### src/rtl/clnw_pkg.sv
// Shared types and constants of the character-LCD nibble writer.
`timescale 1ns / 1ps
package clnw_pkg;

  // Decimal digits printed for a number
  localparam int unsigned NUM_DIGITS = 4;

  // Field widths
  localparam int unsigned OP_W      = 2;
  localparam int unsigned VALUE_W   = 16;
  localparam int unsigned NIBBLE_W  = 4;
  localparam int unsigned LINE_W    = 6;
  localparam int unsigned BYTE_W    = 8;
  localparam int unsigned CFG_IDX_W = 2;
  localparam int unsigned CFG_DAT_W = 8;

  // BCD result width and conversion length
  localparam int unsigned BCD_W     = 4 * NUM_DIGITS;
  localparam int unsigned CONV_CNT_W = $clog2(VALUE_W + 1);

  // Nibble transmit buffer: a number or a wrapped character, whichever is longer
  localparam int unsigned TX_NIBS = (2 * NUM_DIGITS > 4) ? 2 * NUM_DIGITS : 4;
  localparam int unsigned TX_W    = NIBBLE_W * TX_NIBS;
  localparam int unsigned TX_CNT_W = $clog2(TX_NIBS + 1);

  function automatic longint unsigned pow10(input int unsigned n);
    longint unsigned r;
    r = 1;
    for (int unsigned i = 0; i < n; i++) begin
      r = r * 10;
    end
    return r;
  endfunction

  // Largest printable number
  localparam longint unsigned NUM_LIMIT = pow10(NUM_DIGITS) - 1;

  // Reset values of the configuration registers, and the top column count
  localparam logic [LINE_W-1:0] LINE_LENGTH_RST = 6'd16;
  localparam logic [BYTE_W-1:0] SECOND_LINE_RST = 8'hC0;
  localparam logic [LINE_W-1:0] COL_MAX         = 6'd63;

  // High nibble of an ASCII decimal digit
  localparam logic [NIBBLE_W-1:0] ASCII_DIGIT_HI = 4'h3;

  // Register-select codes
  localparam logic RS_INSTR = 1'b0;
  localparam logic RS_DATA  = 1'b1;

  typedef enum logic [OP_W-1:0] {
    OP_CMD       = 2'd0,
    OP_STR_FIRST = 2'd1,
    OP_STR_NEXT  = 2'd2,
    OP_NUMBER    = 2'd3
  } clnw_op_e;

  typedef enum logic [CFG_IDX_W-1:0] {
    CFG_LINE_LENGTH = 2'd0,
    CFG_SECOND_LINE = 2'd1
  } clnw_cfg_idx_e;

  typedef enum logic [2:0] {
    ST_IDLE = 3'b001,
    ST_CONV = 3'b010,
    ST_SEND = 3'b100
  } clnw_state_e;

endpackage

### src/rtl/clnw_chan_if.sv
// Valid/ready channel interfaces: input items, nibble transfers, configuration writes.
`timescale 1ns / 1ps
interface clnw_in_if;
  import clnw_pkg::*;
  logic               valid;
  logic               ready;
  logic [OP_W-1:0]    op;
  logic [VALUE_W-1:0] value;
  modport source (output valid, output op, output value, input ready);
  modport sink   (input valid, input op, input value, output ready);
endinterface

interface clnw_out_if;
  import clnw_pkg::*;
  logic                valid;
  logic                ready;
  logic                reg_select;
  logic [NIBBLE_W-1:0] nibble;
  logic                last;
  modport source (output valid, output reg_select, output nibble, output last, input ready);
  modport sink   (input valid, input reg_select, input nibble, input last, output ready);
endinterface

interface clnw_cfg_if;
  import clnw_pkg::*;
  logic                 valid;
  logic                 ready;
  logic [CFG_IDX_W-1:0] index;
  logic [CFG_DAT_W-1:0] data;
  modport source (output valid, output index, output data, input ready);
  modport sink   (input valid, input index, input data, output ready);
endinterface

### src/rtl/clnw_bcd_conv.sv
// Bit-serial binary to BCD converter (shift and add three).
`timescale 1ns / 1ps
module clnw_bcd_conv (
  input  logic                          clk_i,
  input  logic                          rst_ni,
  input  logic                          start_i,
  input  logic [clnw_pkg::VALUE_W-1:0]  bin_i,
  output logic                          done_o,
  output logic [clnw_pkg::BCD_W-1:0]    bcd_o
);
  import clnw_pkg::*;

  logic [VALUE_W-1:0]    bin_q, bin_d;
  logic [BCD_W-1:0]      bcd_q, bcd_d;
  logic [CONV_CNT_W-1:0] cnt_q, cnt_d;
  logic                  busy_q, busy_d;
  logic                  done_q, done_d;
  logic [BCD_W-1:0]      bcd_adj;

  // Add three to every digit of five or more before the shift
  always_comb begin
    for (int i = 0; i < NUM_DIGITS; i++) begin
      bcd_adj[4*i +: 4] = (bcd_q[4*i +: 4] >= 4'd5) ? bcd_q[4*i +: 4] + 4'd3
                                                    : bcd_q[4*i +: 4];
    end
  end

  always_comb begin
    bin_d  = bin_q;
    bcd_d  = bcd_q;
    cnt_d  = cnt_q;
    busy_d = busy_q;
    done_d = 1'b0;
    if (start_i) begin
      bin_d  = bin_i;
      bcd_d  = '0;
      cnt_d  = CONV_CNT_W'(VALUE_W);
      busy_d = 1'b1;
    end else if (busy_q) begin
      bcd_d = {bcd_adj[BCD_W-2:0], bin_q[VALUE_W-1]};
      bin_d = {bin_q[VALUE_W-2:0], 1'b0};
      cnt_d = cnt_q - CONV_CNT_W'(1);
      if (cnt_q == CONV_CNT_W'(1)) begin
        busy_d = 1'b0;
        done_d = 1'b1;
      end
    end
  end

  always_ff @(posedge clk_i or negedge rst_ni) begin
    if (!rst_ni) begin
      cnt_q  <= '0;
      busy_q <= 1'b0;
      done_q <= 1'b0;
    end else begin
      cnt_q  <= cnt_d;
      busy_q <= busy_d;
      done_q <= done_d;
    end
  end

  always_ff @(posedge clk_i) begin
    bin_q <= bin_d;
    bcd_q <= bcd_d;
  end

  assign done_o = done_q;
  assign bcd_o  = bcd_q;

endmodule

### src/rtl/char_lcd_nibble_writer.sv
// Top level of the character-LCD nibble writer.
//
// Channels: in_i takes one item per transaction (op, value); out_o delivers
// one nibble transfer per transaction (reg_select, nibble, last); cfg_i writes
// line_length (index 0) or second_line_command (index 1) and is always ready.
// Every byte leaves as two transfers, high nibble first; last marks the final
// transfer caused by an item.
// Throughput: one item is worked on at a time. A command or a character
// moves its nibbles into the output register one per cycle while out_o does
// not stall; the line-two wrap puts the two command nibbles ahead of them.
// A number first runs through the bit-serial BCD converter, one input bit per
// cycle, before its digits are loaded into the transmit shift register.
// Reset: line_length returns to 16, second_line_command to 0xC0, the column
// counter and the wrap flag clear, and nothing is pending on out_o.
// Stall: the output register holds its transfer while out_o.ready is low and
// the sequencer waits; the next item is taken as soon as the last nibble of
// the present one sits in the output register, even if not yet taken.
`timescale 1ns / 1ps
module char_lcd_nibble_writer (
  input  logic        clk_i,
  input  logic        rst_ni,
  clnw_in_if.sink     in_i,
  clnw_out_if.source  out_o,
  clnw_cfg_if.sink    cfg_i
);
  import clnw_pkg::*;

  // Configuration registers
  logic [LINE_W-1:0] line_len_q;
  logic [BYTE_W-1:0] second_line_q;

  // Column state of the current string
  logic [LINE_W-1:0] col_q, col_d;
  logic              wrap_q, wrap_d;

  // Sequencer and nibble transmit shift register
  clnw_state_e         state_q, state_d;
  logic [TX_W-1:0]     tx_q, tx_d;
  logic [TX_NIBS-1:0]  rs_q, rs_d;
  logic [TX_CNT_W-1:0] cnt_q, cnt_d;

  // Output register
  logic                out_vld_q, out_vld_d;
  logic                out_rs_q, out_rs_d;
  logic [NIBBLE_W-1:0] out_nib_q, out_nib_d;
  logic                out_last_q, out_last_d;

  // Number path
  logic                conv_start;
  logic                conv_done;
  logic [BCD_W-1:0]    conv_bcd;
  logic [VALUE_W-1:0]  num_sat;

  logic                in_accept;
  logic                out_load;
  clnw_op_e            op;
  logic [LINE_W-1:0]   col_eff;
  logic                wrap_eff;
  logic                need_wrap;

  assign op        = clnw_op_e'(in_i.op);
  assign in_i.ready = (state_q == ST_IDLE);
  assign in_accept = in_i.valid && in_i.ready;

  // Clamp the number to what NUM_DIGITS can print
  assign num_sat = ({48'd0, in_i.value} > NUM_LIMIT) ? VALUE_W'(NUM_LIMIT) : in_i.value;
  assign conv_start = in_accept && (op == OP_NUMBER);

  clnw_bcd_conv u_bcd_conv (
    .clk_i   (clk_i),
    .rst_ni  (rst_ni),
    .start_i (conv_start),
    .bin_i   (num_sat),
    .done_o  (conv_done),
    .bcd_o   (conv_bcd)
  );

  // A first character restarts the string before the wrap check
  assign col_eff   = (op == OP_STR_FIRST) ? '0   : col_q;
  assign wrap_eff  = (op == OP_STR_FIRST) ? 1'b0 : wrap_q;
  assign need_wrap = (col_eff >= line_len_q) && !wrap_eff;

  // Move the next nibble into the output register when it is free or being taken
  assign out_load = (state_q == ST_SEND) && (!out_vld_q || out_o.ready);

  always_comb begin
    state_d = state_q;
    tx_d    = tx_q;
    rs_d    = rs_q;
    cnt_d   = cnt_q;
    col_d   = col_q;
    wrap_d  = wrap_q;

    unique case (state_q)
      ST_IDLE: begin
        if (in_accept) begin
          tx_d = '0;
          rs_d = '0;
          case (op) inside
            OP_CMD: begin
              tx_d[TX_W-1 -: 8] = in_i.value[BYTE_W-1:0];
              rs_d[TX_NIBS-1 -: 2] = {RS_INSTR, RS_INSTR};
              cnt_d   = TX_CNT_W'(2);
              state_d = ST_SEND;
            end
            OP_STR_FIRST, OP_STR_NEXT: begin
              if (need_wrap) begin
                // Send the line-two command once, ahead of the character
                tx_d[TX_W-1 -: 16]   = {second_line_q, in_i.value[BYTE_W-1:0]};
                rs_d[TX_NIBS-1 -: 4] = {RS_INSTR, RS_INSTR, RS_DATA, RS_DATA};
                cnt_d  = TX_CNT_W'(4);
                wrap_d = 1'b1;
              end else begin
                tx_d[TX_W-1 -: 8]    = in_i.value[BYTE_W-1:0];
                rs_d[TX_NIBS-1 -: 2] = {RS_DATA, RS_DATA};
                cnt_d  = TX_CNT_W'(2);
                wrap_d = wrap_eff;
              end
              col_d   = (col_eff < COL_MAX) ? col_eff + LINE_W'(1) : col_eff;
              state_d = ST_SEND;
            end
            default: begin
              // Number: wait for the converter
              state_d = ST_CONV;
            end
          endcase
        end
      end
      ST_CONV: begin
        if (conv_done) begin
          tx_d = '0;
          rs_d = '1;
          // Most significant digit first, each as ASCII
          for (int i = 0; i < NUM_DIGITS; i++) begin
            tx_d[TX_W-1-8*i -: 8] = {ASCII_DIGIT_HI, conv_bcd[4*(NUM_DIGITS-1-i) +: 4]};
          end
          cnt_d   = TX_CNT_W'(2 * NUM_DIGITS);
          state_d = ST_SEND;
        end
      end
      ST_SEND: begin
        if (out_load) begin
          tx_d  = {tx_q[TX_W-NIBBLE_W-1:0], {NIBBLE_W{1'b0}}};
          rs_d  = {rs_q[TX_NIBS-2:0], 1'b0};
          cnt_d = cnt_q - TX_CNT_W'(1);
          if (cnt_q == TX_CNT_W'(1)) begin
            state_d = ST_IDLE;
          end
        end
      end
      default: begin
        state_d = ST_IDLE;
      end
    endcase
  end

  // Output register: hold while stalled, drop once taken
  always_comb begin
    out_vld_d  = out_vld_q;
    out_rs_d   = out_rs_q;
    out_nib_d  = out_nib_q;
    out_last_d = out_last_q;
    if (out_load) begin
      out_vld_d  = 1'b1;
      out_rs_d   = rs_q[TX_NIBS-1];
      out_nib_d  = tx_q[TX_W-1 -: NIBBLE_W];
      out_last_d = (cnt_q == TX_CNT_W'(1));
    end else if (out_o.ready) begin
      out_vld_d = 1'b0;
    end
  end

  always_ff @(posedge clk_i or negedge rst_ni) begin
    if (!rst_ni) begin
      state_q       <= ST_IDLE;
      cnt_q         <= '0;
      col_q         <= '0;
      wrap_q        <= 1'b0;
      out_vld_q     <= 1'b0;
      line_len_q    <= LINE_LENGTH_RST;
      second_line_q <= SECOND_LINE_RST;
    end else begin
      state_q   <= state_d;
      cnt_q     <= cnt_d;
      col_q     <= col_d;
      wrap_q    <= wrap_d;
      out_vld_q <= out_vld_d;
      if (cfg_i.valid && cfg_i.ready) begin
        unique case (clnw_cfg_idx_e'(cfg_i.index))
          CFG_LINE_LENGTH: line_len_q    <= cfg_i.data[LINE_W-1:0];
          CFG_SECOND_LINE: second_line_q <= cfg_i.data[BYTE_W-1:0];
          default: ;
        endcase
      end
    end
  end

  // Payload registers
  always_ff @(posedge clk_i) begin
    tx_q       <= tx_d;
    rs_q       <= rs_d;
    out_rs_q   <= out_rs_d;
    out_nib_q  <= out_nib_d;
    out_last_q <= out_last_d;
  end

  assign cfg_i.ready      = 1'b1;
  assign out_o.valid      = out_vld_q;
  assign out_o.reg_select = out_rs_q;
  assign out_o.nibble     = out_nib_q;
  assign out_o.last       = out_last_q;

endmodule

### src/flat_wrapper.sv
// flat-port wrapper written by rule: the top's interface ports become plain ports
module char_lcd_nibble_writer_flat import clnw_pkg::*;
  (clk_i, rst_ni, in_i_valid, in_i_op, in_i_value, in_i_ready, out_o_valid, out_o_reg_select, out_o_nibble, out_o_last, out_o_ready, cfg_i_valid, cfg_i_index, cfg_i_data, cfg_i_ready);
  clnw_in_if in_i_i ();
  clnw_out_if out_o_i ();
  clnw_cfg_if cfg_i_i ();
  input  logic clk_i;
  input  logic rst_ni;
  input wire logic [$bits(in_i_i.valid)-1:0] in_i_valid;
  input wire logic [$bits(in_i_i.op)-1:0] in_i_op;
  input wire logic [$bits(in_i_i.value)-1:0] in_i_value;
  output wire logic [$bits(in_i_i.ready)-1:0] in_i_ready;
  output wire logic [$bits(out_o_i.valid)-1:0] out_o_valid;
  output wire logic [$bits(out_o_i.reg_select)-1:0] out_o_reg_select;
  output wire logic [$bits(out_o_i.nibble)-1:0] out_o_nibble;
  output wire logic [$bits(out_o_i.last)-1:0] out_o_last;
  input wire logic [$bits(out_o_i.ready)-1:0] out_o_ready;
  input wire logic [$bits(cfg_i_i.valid)-1:0] cfg_i_valid;
  input wire logic [$bits(cfg_i_i.index)-1:0] cfg_i_index;
  input wire logic [$bits(cfg_i_i.data)-1:0] cfg_i_data;
  output wire logic [$bits(cfg_i_i.ready)-1:0] cfg_i_ready;
  assign in_i_i.valid = in_i_valid;
  assign in_i_i.op = in_i_op;
  assign in_i_i.value = in_i_value;
  assign in_i_ready = in_i_i.ready;
  assign out_o_valid = out_o_i.valid;
  assign out_o_reg_select = out_o_i.reg_select;
  assign out_o_nibble = out_o_i.nibble;
  assign out_o_last = out_o_i.last;
  assign out_o_i.ready = out_o_ready;
  assign cfg_i_i.valid = cfg_i_valid;
  assign cfg_i_i.index = cfg_i_index;
  assign cfg_i_i.data = cfg_i_data;
  assign cfg_i_ready = cfg_i_i.ready;
  char_lcd_nibble_writer u_core (.clk_i(clk_i), .rst_ni(rst_ni), .in_i(in_i_i), .out_o(out_o_i), .cfg_i(cfg_i_i));
endmodule
### config.mk
export PLATFORM = sky130hd
export DESIGN_NAME = char_lcd_nibble_writer_flat
export DESIGN_NICKNAME = d
export VERILOG_FILES = /design/src/rtl/clnw_pkg.sv /design/src/rtl/clnw_chan_if.sv /design/src/rtl/clnw_bcd_conv.sv /design/src/rtl/char_lcd_nibble_writer.sv /design/src/flat_wrapper.sv
export SDC_FILE = /design/constraint.sdc
export NUM_CORES = 1
export LEC_CHECK = 0
export BUFFER_PORTS_ARGS = -buffer_cell sky130_fd_sc_hd__buf_2
export CORE_AREA = 2 2 79 138
export CTS_CLUSTER_DIAMETER = 80
export DETAILED_ROUTE_END_ITERATION = 8
export DIE_AREA = 0 0 81 140
export GPL_ROUTABILITY_DRIVEN = 0
export PLACE_DENSITY = 0.76
export SYNTH_ARGS = -nofsm -noshare
export SYNTH_HDL_FRONTEND = slang
export SYNTH_SLANG_ARGS = --single-unit
### constraint.sdc
create_clock -name clk_i -period 3 [get_ports clk_i]
set_input_delay 0.45 -clock clk_i [delete_from_list [all_inputs] [get_ports clk_i]]
set_output_delay 0.45 -clock clk_i [all_outputs]
set_load 0.1 [all_outputs]
After elaboration in Yosys (flattened, before gate mapping) --
Cells that the tools add are included.
Word-level totals: register bits after elaboration 114, bits in latches 0, memory bits (writable) 0, bits in read-only memories 0, output and inout bits 9, word-level logic and storage cells 120, memories kept 0
Cells by class: add/sub/neg operators 7, multiply operators 0, divide/modulo/power cells 0, $lt $le $gt $ge 7, equal/unequal tests 14, shifts and indexed selects 0, mux-type cells 55, bitwise logic cells 1, reductions and logical operators 19
Operator list (number):
- $mux W32 | 3
- $pmux W32 S3 | 1
- $mux W8 | 9
- $mux W16 | 3
- $mux W4 | 8
- $mux W3 | 8
- $pmux W8 S3 | 1
- $ge A4 B3 Y1 const B | 4
- $gt A16 B14 Y1 const B | 1
- $add A4 B2 Y4 const B | 3
- $mux W2 | 6
- $mux W6 | 2
- $pmux W4 S3 | 1
- $reduce_and A4 Y1 | 3
- $mux W1 | 10
- $mux W5 | 2
- $pmux W3 S3 | 1
- $add A6 B1 Y6 const B | 1
- $ge A6 B6 Y1 | 1
- $lt A6 B6 Y1 const B | 1
- $ne A2 B2 Y1 const B | 3
- $eq A5 B1 Y1 const B | 1
- $reduce_and A5 Y1 | 1
- $sub A5 B1 Y5 const B | 1
- 19 further kinds | 28

Logic depth before layout (Yosys ltp) --
depth after elaboration 9, gate-level depth with buffers 12

Cells and area by module --
From an unflattened synthesis, not the netlist that was laid out.
Second synthesis, totals: cells, all modules 518, area total of the unflattened synthesis 5840.6 um^2
Modules (own cells, without submodules):
- char_lcd_nibble_writer | instances 1, cells an instance 338, area each 3877.5 um^2, sequential area each 2112.0 um^2
- clnw_bcd_conv | instances 1, cells an instance 180, area each 1963.1 um^2, sequential area each 975.9 um^2

Worst setup path after synthesis --
Ideal clock, no wire load.
path type reg-to-reg, start reg u_core.state_q[0], end reg u_core.col_q[1], data arrival time 3690 ps, required time 2875 ps, setup slack -815 ps, stages on the path, launching flop included 5, period minus slack after synthesis 3815 ps, path through dfstp_2 -> nor3b_1 -> and3_1 -> and2_1 -> mux2_2
On the way: word-level cells in the longest chain between the ends 3
Ends and longest elaborated chain:
- start, declared | line char_lcd_nibble_writer.sv:37 | clnw_state_e state_q, state_d;
- start signal, assigned | line char_lcd_nibble_writer.sv:183 | state_q <= state_d;
- $eq A3 B1 Y1 (*) | line char_lcd_nibble_writer.sv:62 | assign in_i.ready = (state_q == ST_IDLE);
- named net in_i_ready | line flat_wrapper.sv:12 | output wire logic [$bits(in_i_i.ready)-1:0] in_i_ready;
- $logic_and A1 B1 Y1 | line char_lcd_nibble_writer.sv:63 | assign in_accept = in_i.valid && in_i.ready;
- $reduce_and A4 Y1 (no line) (*)
- end signal, assigned | line char_lcd_nibble_writer.sv:185 | col_q <= col_d;
- end, declared | line char_lcd_nibble_writer.sv:33 | logic [LINE_W-1:0] col_q, col_d;
Mark *: on every way through the listed nets, which the timed path passes. The rest lies on a longest branch. A chain may end at the register's enable or synchronous reset.

Final worst setup path --
start in in_i_op[1], end reg u_core.tx_q[31], data pin
On the way: word-level cells in the longest chain between the ends 9, elaborated cells between the ends (all ways) 14, those cells by class 1 x order compare; 2 x eq/ne; 7 x mux; 4 x reduce/logical
Ends and longest elaborated chain:
- start, declared | line flat_wrapper.sv:10 | input wire logic [$bits(in_i_i.op)-1:0] in_i_op;
- $eq A2 B1 Y1 | line char_lcd_nibble_writer.sv:79, char_lcd_nibble_writer.sv:80
- $mux W6 or $mux W1 (tied branches) | line char_lcd_nibble_writer.sv:79, char_lcd_nibble_writer.sv:80
- $ge A6 B6 Y1 or $logic_not A1 Y1 (tied branches) | line char_lcd_nibble_writer.sv:81 | assign need_wrap = (col_eff >= line_len_q) && !wrap_eff;
- $logic_and A1 B1 Y1 | line char_lcd_nibble_writer.sv:81
- $mux W8 | line char_lcd_nibble_writer.sv:107 | if (need_wrap) begin
- $mux W8 | line char_lcd_nibble_writer.sv:99 | case (op) inside
- $mux W8 (*) | line char_lcd_nibble_writer.sv:99
- $mux W32 (*) | line char_lcd_nibble_writer.sv:96 | if (in_accept) begin
- $pmux W32 S3 (*) | line char_lcd_nibble_writer.sv:94 | unique case (state_q)
- named net u_core.tx_d[31] | line char_lcd_nibble_writer.sv:38 | logic [TX_W-1:0] tx_q, tx_d;
- end signal, assigned | line char_lcd_nibble_writer.sv:200 | tx_q <= tx_d;
- end, declared | line char_lcd_nibble_writer.sv:38
Mark *: on every way through the listed nets, which the timed path passes. The rest lies on a longest branch. The select of a mux whose other input is x is not followed.

==> flow_summary.yaml <==
clocking:
  cts_inserted_buffers: 17
  tritoncts_num_sinks: 114
  cts_root_buffer: "sky130_fd_sc_hd__clkbuf_16"
  register_clock_pin_slew_on_the_reported_worst_setup_and_hold_paths_ps: 50
  ctsHtreeMaxLevel: 4
  cts_buffer_depth: 2
  cts.repair_timing.setup_buffer_count: 0
  clock_latency_ps: 400
  holdBufCountCts: 0
  clock_tree_from_tritoncts: "built"
  post_cts_resize_count: 0
placement:
  detailedPlace.worstSlack_ps: 23.5
  dp.final_hpwl_mm: 8.61
  io_buffers: 40
  place.detailed.instances: 660
  post_dp_cell_area_um2: 5930
yosys:
  ys_async_sr_fraction: 0.316
  postSynthNetCount: 557
  synth_area_um2: 5560
  yosysUniqueCellTypes: 59
  ys_seq_area_frac: 0.555
  synthFlopType: "sky130_fd_sc_hd__edfxtp_1"
  yosys_warnings: 0
  yosys_register_bits: 114
  post_synth_edffs: 62
  synth.avg_cell_area_um2: 11.1
  cells_after_synthesis: 502
floorplanning:
  floorplan.core_area_um2: 10200
  die_height_um: 140
  io_pins: 42
  count_of_standard_cell_rows: 49
  dieArea_um2: 11300
  chipWidth_um: 81
  initial_core_util: 0.546
global_route:
  globalRouteOverflowTotal: 0
  grt.busiest_layer: "met2"
  use_met1: 0.233
  pin_count_of_the_biggest_net_entering_global_routing: 41
  grt_antenna_before_repair: 0
  vias_in_the_first_global_route: 4203
  global_route.usage.met2: 0.437
  grt_first_pass_wirelength_mm: 19.9
  groute.layer.met3.usage: 0.0593
  grt_use_total: 0.236
worst_setup_path:
  critical_path.max_fanout: 7
  critical_path.startpoint_type: "input pin"
  critPathCaptureType: "flip-flop"
  criticalPathCategory: "input pin to flip-flop"
  timing.critical_path.from: "in_i_op[1]"
  worstReg2RegStart: "u_core.col_q[2]"
  worstPathArrival_ps: 2770
  required_ps: 3140
final_layout:
  filler_cell_count: 817
  num-nets-final: 607
  most_frequent_standard_cell_in_the_layout_excluding_fill_and_tap_cells: "sky130_fd_sc_hd__nand2_1"
  most_frequent_cells_in_the_layout: "sky130_fd_sc_hd__nand2_1, sky130_fd_sc_hd__edfxtp_1, sky130_fd_sc_hd__o21ai_0, sky130_fd_sc_hd__buf_2, sky130_fd_sc_hd__dfrtp_1"
  post-route-cell-area_um2: 6510
  drive_gt1_frac: 0.193
  n_antenna_cell: 0
  final_cells: 692
  area_growth_syn_to_layout_pct: 17.1
pwr:
  power.density_cell_area_nw_per_um2: 1070
  vdd.ir_drop.worst_mv: 0.615
  p_leak_nw: 2.86
  post-layout-total-power_w: 0.00698
sta:
  rsz0062_at_grt: "no"
  worst_slack_ps: 376
  setup_tns_ps: 0
  finalCriticalPeriod_ps: 2620
  clock_skew_ps: 8.03
  report.final.slew_viol_count: 0
  final.period_utilization: 0.875
  report.final.hold_viol_count: 0
  fmax_mhz: 381
  setup-violations-final: 0
  worst_slew_pin_slew_ps: 834
  max_slew_margin: 0.444
drt:
  route.vias.total: 4015
  postRouteAntennaNets: 0
  drcViolationCount: 0
  drt_iter0_markers: 270
  detail_route.vias_per_cell: 5.80
  detailedRoute.firstPassIterationCount: 4
  wirelength_mm: 12.4
  post_drt_wl_per_cell_um: 17.9
min_path:
  hold_path.class: "input pin to async pin"
status:
  outcome: "finished, final reports clean"
run:
  drv_cap: 0
==> critical path: stages <==
cell and delay [ps]:
sky130_fd_sc_hd__buf_2 100, sky130_fd_sc_hd__inv_1 60, sky130_fd_sc_hd__ha_1 270, sky130_fd_sc_hd__inv_1 120, sky130_fd_sc_hd__nand2_1 90, sky130_fd_sc_hd__ha_1 330
sky130_fd_sc_hd__nand2b_4 150, sky130_fd_sc_hd__a2111oi_4 90, sky130_fd_sc_hd__o41ai_4 520, sky130_fd_sc_hd__o22ai_2 240, sky130_fd_sc_hd__a221o_1 340
==> per-stage QoR <==
stage,hold WS (ps),utilization
finish,154,0.640
global placement,409,0.583
floorplan,154,-
detailed placement,407,0.583
global route,203,0.640
CTS,168,0.640
==> flip-flops by register name, summed over array words and instances, names as in the netlist <==
name / count
u_core.state_q: 3
u_core.second_line_q: 8
u_core.out_o.valid: 1
u_core.u_bcd_conv.done_o: 1
u_core.out_o.reg_select: 1
u_core.col_q: 6
u_core.out_o.last: 1
u_core.wrap_q: 1
u_core.cnt_q: 4
u_core.u_bcd_conv.bcd_o: 16
u_core.rs_q: 8
u_core.out_o.nibble: 4
u_core.u_bcd_conv.cnt_q: 5
u_core.u_bcd_conv.busy_q: 1
u_core.line_len_q: 6
u_core.tx_q: 32
u_core.u_bcd_conv.bin_q: 16
==> power breakdown <==
group          switching [W]  internal, W  total, W
clock network       0.000644      0.00130   0.00195
logic                0.00132     0.000852   0.00217
registers           0.000417      0.00244   0.00286
==> final cells by class <==
class / instances / area, um2 / share of cell area
clock buffer: 26 / 499 / 0.0767
multi-input combinational: 342 / 2300 / 0.353
tap: 127 / 159 / 0.0244
clock inverter: 6 / 80.1 / 0.0123
sequential: 114 / 3090 / 0.474
inverter: 25 / 93.8 / 0.0144
timing repair buffer: 52 / 290 / 0.0446
==> metal layers <==
| metal | vias up | share of wire |
|---|---|---|
| li1 | 1900 | - |
| met4 | 0 | 0.029 |
| met3 | 22 | 0.038 |
| met2 | 101 | 0.58 |
| met1 | 1992 | 0.35 |
| met5 | - | 0 |
==> logic make-up (layout without fill, tap and decap cells) <==
family,after synthesis,after routing,share of synthesized area
AOI/OAI and AO/OA,117,117,0.146
xor gates and xnor gates,10,10,0.0171
adders and majority gates,22,22,0.0495
buffers and inverters,46,109,0.0342
DFF,114,114,0.555
muxes,22,22,0.0419
other,1,1,0.000675
and+or+nand+nor,170,170,0.155
==> cells in the mapped netlist (all sizes together), types with 8 or more instances <==
master,n,area (um2)
nor2,25,93.8
nor3b,8,70.1
nand3,15,75.1
clkbuf,15,56.3
a22o,11,96.3
mux2,10,113
and2,11,68.8
edfxtp,62,1860
nand2b,14,95.1
dfxtp,16,320
inv,25,93.8
a21oi,25,125
xnor2,9,86.3
ha,22,275
dfrtp,32,801
nand2,73,274
mux2i,12,120
o21ai,41,205
==> worst paths after layout <==
path                       slack (ps)  cells after the start                 endpoint
max reg2reg                       450                      7          u_core.tx_q[31]
max in group asynchronous        2320                      1          u_core.cnt_q[2]
min reg2reg                       420                      0  u_core.out_o.reg_select
max                               380                     11          u_core.tx_q[31]
min                               150                      1     u_core.line_len_q[2]
min in group clk_i                270                      3     u_core.line_len_q[4]
No activity file was read; power rests on OpenSTA's default activity.
